--- src/rtl/mshash_pkg.sv ---
// ----------------------------------------------------------------------------
// mshash_pkg
// shared types and constants of the 64-bit byte-stream hash core
// ----------------------------------------------------------------------------
package mshash_pkg;

  localparam int WORD_W      = 64;
  localparam int CNT_W       = 4;
  localparam int IN_TDATA_W  = 72;
  localparam int QUEUE_DEPTH = 2;

  localparam logic [CNT_W-1:0] FULL_CNT = 4'd8;

  localparam logic [63:0] KEY_MUL   = 64'h87c3_7b91_1142_53d5;
  localparam logic [63:0] HASH_ADD  = 64'h0000_0000_52dc_e729;
  localparam logic [63:0] FIN_MUL_A = 64'hff51_afd7_ed55_8ccd;
  localparam logic [63:0] FIN_MUL_B = 64'hc4ce_b9fe_1a85_ec53;

  localparam int KEY_ROT  = 31;
  localparam int HASH_ROT = 27;
  localparam int FIN_SHR  = 33;

  // one classified request on its way from front to back
  typedef struct packed {
    logic [WORD_W-1:0] word;   // already masked to its valid bytes
    logic [CNT_W-1:0]  cnt;    // saturated byte count, 0..8
    logic              full;   // eight valid bytes
    logic              fin;    // ends the message
  } item_t;

  typedef struct packed {
    logic idle;   // back end waits for a request
    logic emit;   // back end loads a result this cycle
  } back_stat_t;

  function automatic logic [63:0] rotl64(input logic [63:0] x, input int r);
    rotl64 = (x << r) | (x >> (64 - r));
  endfunction

endpackage

--- src/rtl/mshash_front.sv ---
// ----------------------------------------------------------------------------
// mshash_front
// accepts input requests, saturates the count, masks tail bytes, drops empty non-final words
// ----------------------------------------------------------------------------
module mshash_front (
  input  logic                                in_tvalid,
  output logic                                in_tready,
  input  logic [mshash_pkg::IN_TDATA_W-1:0]   in_tdata,
  input  logic                                in_tlast,
  input  logic                                q_full,
  output logic                                q_push,
  output mshash_pkg::item_t                   q_item
);

  logic [mshash_pkg::WORD_W-1:0] word;
  logic [mshash_pkg::CNT_W-1:0]  cnt_raw;
  logic [mshash_pkg::CNT_W-1:0]  cnt;
  logic [mshash_pkg::WORD_W-1:0] masked;
  logic                          drop;

  assign word    = in_tdata[mshash_pkg::WORD_W-1:0];
  assign cnt_raw = in_tdata[mshash_pkg::WORD_W +: mshash_pkg::CNT_W];
  assign cnt     = (cnt_raw > mshash_pkg::FULL_CNT) ? mshash_pkg::FULL_CNT : cnt_raw;

  always_comb begin
    for (int i = 0; i < 8; i++) begin
      masked[8*i +: 8] = (4'(i) < cnt) ? word[8*i +: 8] : 8'h00;
    end
  end

  // an empty word that does not end the message changes nothing
  assign drop      = (cnt == '0) && !in_tlast;
  assign in_tready = !q_full;
  assign q_push    = in_tvalid && in_tready && !drop;

  assign q_item.word = masked;
  assign q_item.cnt  = cnt;
  assign q_item.full = (cnt == mshash_pkg::FULL_CNT);
  assign q_item.fin  = in_tlast || (cnt != mshash_pkg::FULL_CNT);

endmodule

--- src/rtl/mshash_fifo.sv ---
// ----------------------------------------------------------------------------
// mshash_fifo
// short request queue between front and back end
// ----------------------------------------------------------------------------
module mshash_fifo #(
  parameter int DEPTH = mshash_pkg::QUEUE_DEPTH
) (
  input  logic              clk,
  input  logic              rst_n,
  input  logic              push,
  input  mshash_pkg::item_t push_item,
  output logic              full,
  input  logic              pop,
  output logic              valid,
  output mshash_pkg::item_t pop_item
);

  localparam int PW = (DEPTH > 1) ? $clog2(DEPTH) : 1;
  localparam int CW = $clog2(DEPTH + 1);

  mshash_pkg::item_t mem_r [DEPTH];
  logic [PW-1:0] wr_ptr_r, wr_ptr_nxt;
  logic [PW-1:0] rd_ptr_r, rd_ptr_nxt;
  logic [CW-1:0] cnt_r, cnt_nxt;
  logic          do_push, do_pop;

  assign full     = (cnt_r == CW'(DEPTH));
  assign valid    = (cnt_r != '0);
  assign pop_item = mem_r[rd_ptr_r];
  assign do_push  = push && !full;
  assign do_pop   = pop && valid;

  always_comb begin
    wr_ptr_nxt = wr_ptr_r;
    rd_ptr_nxt = rd_ptr_r;
    cnt_nxt    = cnt_r;
    if (do_push) begin
      wr_ptr_nxt = (wr_ptr_r == PW'(DEPTH - 1)) ? '0 : wr_ptr_r + 1'b1;
    end
    if (do_pop) begin
      rd_ptr_nxt = (rd_ptr_r == PW'(DEPTH - 1)) ? '0 : rd_ptr_r + 1'b1;
    end
    if (do_push && !do_pop) begin
      cnt_nxt = cnt_r + 1'b1;
    end else if (do_pop && !do_push) begin
      cnt_nxt = cnt_r - 1'b1;
    end
  end

  always_ff @(posedge clk) begin
    if (!rst_n) begin
      wr_ptr_r <= '0;
      rd_ptr_r <= '0;
      cnt_r    <= '0;
    end else begin
      wr_ptr_r <= wr_ptr_nxt;
      rd_ptr_r <= rd_ptr_nxt;
      cnt_r    <= cnt_nxt;
    end
  end

  always_ff @(posedge clk) begin
    if (do_push) begin
      mem_r[wr_ptr_r] <= push_item;
    end
  end

endmodule

--- src/rtl/mshash_back.sv ---
// ----------------------------------------------------------------------------
// mshash_back
// mixing sequencer: one shared 32x32 multiplier builds each 64-bit product
// ----------------------------------------------------------------------------
module mshash_back (
  input  logic                          clk,
  input  logic                          rst_n,
  input  logic                          cfg_we,
  input  logic [mshash_pkg::WORD_W-1:0] cfg_wdata,
  input  logic                          q_valid,
  input  mshash_pkg::item_t             q_item,
  output logic                          q_pop,
  output logic                          out_tvalid,
  input  logic                          out_tready,
  output logic [mshash_pkg::WORD_W-1:0] out_tdata,
  output mshash_pkg::back_stat_t        stat
);

  localparam logic [2:0] S_IDLE = 3'd0;
  localparam logic [2:0] S_KMUL = 3'd1;
  localparam logic [2:0] S_KMIX = 3'd2;
  localparam logic [2:0] S_FIN0 = 3'd3;
  localparam logic [2:0] S_FMA  = 3'd4;
  localparam logic [2:0] S_FIN1 = 3'd5;
  localparam logic [2:0] S_FMB  = 3'd6;
  localparam logic [2:0] S_FIN2 = 3'd7;

  logic [2:0]  st_r, st_nxt;
  logic [1:0]  ph_r, ph_nxt;
  logic [63:0] seed_r, seed_nxt;
  logic [63:0] h_r, h_nxt;
  logic [63:0] tot_r, tot_nxt;
  logic [63:0] x_r, x_nxt;
  logic [63:0] acc_r, acc_nxt;
  logic [63:0] p_r;
  logic        full_r, full_nxt;
  logic        fin_r, fin_nxt;
  logic        ov_r, ov_nxt;
  logic [63:0] hash_r, hash_nxt;

  logic [63:0] mul_k;
  logic [31:0] m_a, m_b;
  logic [63:0] m_p;
  logic        mul_st;
  logic [63:0] k_rot, t_rot, h_fin, acc_shr;
  logic        emit;

  assign mul_st = (st_r == S_KMUL) || (st_r == S_FMA) || (st_r == S_FMB);

  always_comb begin
    unique case (st_r)
      S_KMUL:  mul_k = mshash_pkg::KEY_MUL;
      S_FMA:   mul_k = mshash_pkg::FIN_MUL_A;
      default: mul_k = mshash_pkg::FIN_MUL_B;
    endcase
  end

  // low 64 bits of x*k: lo*lo, then the low halves of both cross terms
  always_comb begin
    unique case (ph_r)
      2'd1:    begin m_a = x_r[31:0];  m_b = mul_k[63:32]; end
      2'd2:    begin m_a = x_r[63:32]; m_b = mul_k[31:0];  end
      default: begin m_a = x_r[31:0];  m_b = mul_k[31:0];  end
    endcase
  end
  assign m_p = {32'b0, m_a} * {32'b0, m_b};

  always_ff @(posedge clk) begin
    p_r <= m_p;
  end

  assign k_rot   = mshash_pkg::rotl64(acc_r, mshash_pkg::KEY_ROT);
  assign t_rot   = mshash_pkg::rotl64(h_r ^ k_rot, mshash_pkg::HASH_ROT);
  assign h_fin   = h_r ^ tot_r;
  assign acc_shr = acc_r ^ (acc_r >> mshash_pkg::FIN_SHR);
  assign emit    = (st_r == S_FIN2) && (!ov_r || out_tready);

  assign q_pop = (st_r == S_IDLE) && q_valid;

  always_comb begin
    st_nxt   = st_r;
    ph_nxt   = ph_r;
    seed_nxt = seed_r;
    h_nxt    = h_r;
    tot_nxt  = tot_r;
    x_nxt    = x_r;
    acc_nxt  = acc_r;
    full_nxt = full_r;
    fin_nxt  = fin_r;
    hash_nxt = hash_r;
    ov_nxt   = ov_r && !out_tready;

    if (mul_st) begin
      ph_nxt = ph_r + 2'd1;
      unique case (ph_r)
        2'd0: acc_nxt = acc_r;
        2'd1: acc_nxt = p_r;
        default: acc_nxt = {acc_r[63:32] + p_r[31:0], acc_r[31:0]};
      endcase
    end

    unique case (st_r)
      S_IDLE: begin
        if (q_valid) begin
          x_nxt    = q_item.word;
          full_nxt = q_item.full;
          fin_nxt  = q_item.fin;
          tot_nxt  = tot_r + {60'b0, q_item.cnt};
          ph_nxt   = 2'd0;
          // an empty final word goes straight to the finalizer
          st_nxt   = (q_item.cnt == '0) ? S_FIN0 : S_KMUL;
        end
      end
      S_KMUL: if (ph_r == 2'd3) st_nxt = S_KMIX;
      S_KMIX: begin
        if (full_r) begin
          h_nxt = (t_rot << 2) + t_rot + mshash_pkg::HASH_ADD;
        end else begin
          h_nxt = h_r ^ k_rot;
        end
        st_nxt = fin_r ? S_FIN0 : S_IDLE;
      end
      S_FIN0: begin
        x_nxt   = h_fin ^ (h_fin >> mshash_pkg::FIN_SHR);
        h_nxt   = seed_r;
        tot_nxt = '0;
        ph_nxt  = 2'd0;
        st_nxt  = S_FMA;
      end
      S_FMA: if (ph_r == 2'd3) st_nxt = S_FIN1;
      S_FIN1: begin
        x_nxt  = acc_shr;
        ph_nxt = 2'd0;
        st_nxt = S_FMB;
      end
      S_FMB: if (ph_r == 2'd3) st_nxt = S_FIN2;
      S_FIN2: begin
        if (emit) begin
          hash_nxt = acc_shr;
          ov_nxt   = 1'b1;
          st_nxt   = S_IDLE;
        end
      end
      default: st_nxt = S_IDLE;
    endcase

    if (cfg_we) begin
      seed_nxt = cfg_wdata;
      h_nxt    = cfg_wdata;
      tot_nxt  = '0;
    end
  end

  always_ff @(posedge clk) begin
    if (!rst_n) begin
      st_r   <= S_IDLE;
      ph_r   <= 2'd0;
      seed_r <= '0;
      h_r    <= '0;
      tot_r  <= '0;
      ov_r   <= 1'b0;
    end else begin
      st_r   <= st_nxt;
      ph_r   <= ph_nxt;
      seed_r <= seed_nxt;
      h_r    <= h_nxt;
      tot_r  <= tot_nxt;
      ov_r   <= ov_nxt;
    end
  end

  always_ff @(posedge clk) begin
    x_r    <= x_nxt;
    acc_r  <= acc_nxt;
    full_r <= full_nxt;
    fin_r  <= fin_nxt;
    hash_r <= hash_nxt;
  end

  assign out_tvalid = ov_r;
  assign out_tdata  = hash_r;
  assign stat.idle  = (st_r == S_IDLE);
  assign stat.emit  = emit;

endmodule

--- src/rtl/murmur_style_64bit_byte_hash_core.sv ---
// ----------------------------------------------------------------------------
// murmur_style_64bit_byte_hash_core
// 64-bit byte-stream hash, murmur-style word mixing with fmix64 finalizer
// ----------------------------------------------------------------------------
// A message arrives as little-endian 64-bit words with a byte count and tlast;
// a short count ends the message. The front end accepts a request every cycle
// while its small queue has room; the back end runs all mixing through a
// single 32x32 multiplier that builds each 64-bit product from its partial
// products in turn. Each word is multiplied by the key and mixed into the
// running hash; the message end then runs the finalizer with two further
// products. The result is held in an output register, so the next message
// is already mixed while a hash waits. Writing the seed reloads the running
// hash and clears the byte total.
module murmur_style_64bit_byte_hash_core #(
  parameter int QUEUE_DEPTH = mshash_pkg::QUEUE_DEPTH
) (
  input  logic                              clk,
  input  logic                              rst_n,
  input  logic                              cfg_we,
  input  logic [mshash_pkg::WORD_W-1:0]     cfg_wdata,
  input  logic                              in_tvalid,
  output logic                              in_tready,
  input  logic [mshash_pkg::IN_TDATA_W-1:0] in_tdata,   // data_word, byte_count, zero pad
  input  logic                              in_tlast,
  output logic                              out_tvalid,
  input  logic                              out_tready,
  output logic [mshash_pkg::WORD_W-1:0]     out_tdata   // hash
);

  logic                   q_push, q_full, q_pop, q_valid;
  mshash_pkg::item_t      q_in_item, q_out_item;
  mshash_pkg::back_stat_t bk_stat;

  mshash_front u_front (
    .in_tvalid (in_tvalid),
    .in_tready (in_tready),
    .in_tdata  (in_tdata),
    .in_tlast  (in_tlast),
    .q_full    (q_full),
    .q_push    (q_push),
    .q_item    (q_in_item)
  );

  mshash_fifo #(
    .DEPTH (QUEUE_DEPTH)
  ) u_fifo (
    .clk       (clk),
    .rst_n     (rst_n),
    .push      (q_push),
    .push_item (q_in_item),
    .full      (q_full),
    .pop       (q_pop),
    .valid     (q_valid),
    .pop_item  (q_out_item)
  );

  mshash_back u_back (
    .clk        (clk),
    .rst_n      (rst_n),
    .cfg_we     (cfg_we),
    .cfg_wdata  (cfg_wdata),
    .q_valid    (q_valid),
    .q_item     (q_out_item),
    .q_pop      (q_pop),
    .out_tvalid (out_tvalid),
    .out_tready (out_tready),
    .out_tdata  (out_tdata),
    .stat       (bk_stat)
  );

  // a request is never written into a full queue
  a_no_push_full: assert property (@(posedge clk) disable iff (!rst_n)
    q_push |-> !q_full)
    else $error("request pushed into full queue");

  // the back end only takes a request when it is idle and one is queued
  a_pop_idle: assert property (@(posedge clk) disable iff (!rst_n)
    q_pop |-> (q_valid && bk_stat.idle))
    else $error("request popped while back end busy or queue empty");

  // a finished hash shows up on the output the next cycle
  a_emit_valid: assert property (@(posedge clk) disable iff (!rst_n)
    bk_stat.emit |=> (out_tvalid && bk_stat.idle))
    else $error("finished hash not presented");

endmodule

--- config.mk ---
export PLATFORM = sky130hd
export DESIGN_NAME = murmur_style_64bit_byte_hash_core
export DESIGN_NICKNAME = d
export VERILOG_FILES = /design/src/rtl/mshash_pkg.sv /design/src/rtl/mshash_front.sv /design/src/rtl/mshash_fifo.sv /design/src/rtl/mshash_back.sv /design/src/rtl/murmur_style_64bit_byte_hash_core.sv
export SDC_FILE = /design/constraint.sdc
export NUM_CORES = 2
export LEC_CHECK = 0
export ABC_CLOCK_PERIOD_IN_PS = 15930
export BUFFER_PORTS_ARGS = -buffer_cell sky130_fd_sc_hd__buf_2
export CORE_MARGIN = 3
export CORE_UTILIZATION = 50
export CTS_BUF_LIST = sky130_fd_sc_hd__clkbuf_8
export CTS_CLUSTER_DIAMETER = 200
export DETAILED_ROUTE_END_ITERATION = 10
export PLACE_DENSITY = 0.73
export SKIP_LAST_GASP = 1
export SLEW_MARGIN = 20
export SYNTH_ARGS = -nofsm -noshare
export SYNTH_HDL_FRONTEND = slang
export SYNTH_HIERARCHICAL = 1
export SYNTH_SLANG_ARGS = --single-unit
export TNS_END_PERCENT = 30
--- constraint.sdc ---
create_clock -name clk -period 15.93 [get_ports clk]
set_clock_uncertainty 0.05 [all_clocks]
set_input_delay 3.186 -clock clk [delete_from_list [all_inputs] [get_ports clk]]
set_output_delay 3.186 -clock clk [all_outputs]
set_load 0.005 [all_outputs]
==> impl_results.md <==
* DRT antenna net count at 0
* Max Freq at approximately 90 MHz
* Drt pass-1 iters at 8
* Fin. Hold Viols at 0
* NumNets Final at 8201
* CTS buffer count at 95
* DRC viols at 0
* DR iter-0 viols at 5635
* Critical path startpoint category: register
* Max Slew Vio Count at 0
* Delay of the slowest cell on the worst path at 0.78 ns
* First-pass GRT wire length at about 330000 µm
* Tcrit/Tclk final at a little under 70%
* Setup ws final at 5.11 ns
* WL final at 223000 µm
* Synth Cell Area at 0.0632 mm²
* Largest net degree at the start of global routing at 91
* CTS max path bufs at 3
* Crit path required time at ~17 ns
* Via count at 50600
* Clock slew at the register clock pins of the worst setup and hold paths at roughly 0.06 ns
* Vias in the first global route at 51600
* Final min period at roughly 11 ns
* Clock latency on the worst-skew pair at 0.74 ns
* Worst reg2reg startpoint: u_back/st_r[2]
* Post-layout util at 54.7%
* Final HPWL DP at 180000 µm
* Layout cells sized above 1 at under 10%
* Resized Gates After CTS at 0
* Outcome: complete, no violations
* Final setup vio count at 0
* Highest-count cells in the layout ignoring fill and taps: 1086 x inv_1, 846 x fa_1, 687 x nor2_1
* Die Span Y at ~360 µm
* Core area at between 0.1 and 0.15 mm²
* R2r setup slk at 5.11 ns
* CTS root buffer: clkbuf_8
* Worst slew pin tran at 1.16 ns
* RSZ-0062 raised after global routing: false
* Area occupied by multi-input gates at approximately 0.043 mm²
* Die W at 362 µm
* Hold path start: u_back/seed_r[59]
* DR vias/cell at about 6
* Num rows at 129
* Port bufs at 203
* CTS tree: done
* Syn avg cell area at about 9.5 µm²
* GRT Total Usage at 34.1%
* Max cap viols at 0
* Area growth from synthesis to layout at 7.72%
* RD Place Congestion at 1.05
* Total grt overflow at 0
* WHS at 0.429 ns
* Hold Path Cell Cnt at 2
* Setup crit end kind: register
* Yosys warns at 6
* FILL cells at between 10000 and 15000
* Hold-critical path endpoint: u_back/seed_r[59]
* Seq. cell area at 0.0154 mm²
* Hold Crit Class: reg2reg
* Pre-CTS WS at 5.42 ns
* Max-slew headroom at about a fifth
* CP Max Fanout at 54
* Hold bufs inserted after CTS at 0
* H-tree depth at 3
* Initial Utilization at 50.7%
* Cells on worst reg2reg path at 30
* CP most frequent cell: fa_1
* Worst r2r dst: u_back/p_r[63]
* Setup Buffers After CTS at 0
* Most common cell after layout, fill and taps aside: inv_1
* Synth Net Count at 8109
* Total Die Area at 0.131 mm²
* Worst endpoint data arrival time at between 10 and 15 ns
* I/O Pins at 208
* Initial antenna violation count at 5
* Routed len/inst at 26.4 µm
* Type of the worst setup path: reg2reg
* Setup TNS at 0 ns
* Number of clock sinks at 601
* Slowest stage cell, crit path: dfxtp_1
* Cells after Synth at 6644
registers in the layout, summed over array words and instances (netlist names), named ones only:
| register | count |
|---|---|
| u_back/fin_r | 1 |
| u_back/h_r | 64 |
| u_fifo/wr_ptr_r | 1 |
| u_back/ph_r | 2 |
| u_back/full_r | 1 |
| u_back/out_tdata | 64 |
| u_back/out_tvalid | 1 |
| u_back/x_r | 64 |
| u_back/tot_r | 64 |
| u_back/acc_r | 64 |
| u_back/seed_r | 64 |
| u_fifo/mem_r | 140 |
| u_back/st_r | 3 |
| u_fifo/rd_ptr_r | 1 |
| u_fifo/cnt_r | 2 |
| u_back/p_r | 64 |
worst max-delay path: cells and delay by family (launching register included):
| kind | cells | cell delay, ns |
|---|---|---|
| AO/OA/AOI/OAI | 8 | 2.13 |
| XOR/XNOR | 1 | 0.14 |
| adder cells (fa/ha/maj) | 9 | 4.79 |
| buffers and inverters | 5 | 1.27 |
| flip-flops | 1 | 0.78 |
| AND/OR/NAND/NOR | 7 | 1.53 |
stage by stage:
step,instance area (µm²),std cells
5_1_grt,68100,8457
4_1_cts,68000,8454
3_5_place_dp,66000,8274
6_report,68100,8457
3_3_place_gp,66000,8274
2_1_floorplan,63200,6644
how the worst max path moves through the flow:
stage | cells after the start | end | start
2_1_floorplan | 32 | u_back/p_r[61] | u_back/ph_r[0]
3_3_place_gp | 30 | u_back/p_r[60] | u_back/st_r[2]
3_5_place_dp | 30 | u_back/p_r[63] | u_back/st_r[2]
4_1_cts | 30 | u_back/p_r[60] | u_back/st_r[2]
5_1_grt | 30 | u_back/p_r[60] | u_back/st_r[2]
6_report | 30 | u_back/p_r[63] | u_back/st_r[2]
area by class of cell:
type,count,area share (%)
clock inverter,67,0.733
tap,1637,3.01
clock buffer,113,2.28
sequential,601,22.6
timing repair buffer,282,2.42
inverter,1059,5.84
multi-input combinational,4697,63.1
antenna,1,0.00367
layer usage:
| layer | vias to the layer above | track usage, % | wire [µm] |
|---|---|---|---|
| li1 | 21700 | - | - |
| met1 | 25000 | 44.4 | 83600 |
| met2 | 3198 | 52.2 | 97500 |
| met3 | 727 | 8.57 | 26700 |
| met4 | 4 | 18.8 | 15300 |
| met5 | - | 0 | 26 |
Power is left out: the tool's default activity adds up to more than one toggle a clock period on the data nets, which glitch-free logic cannot reach.
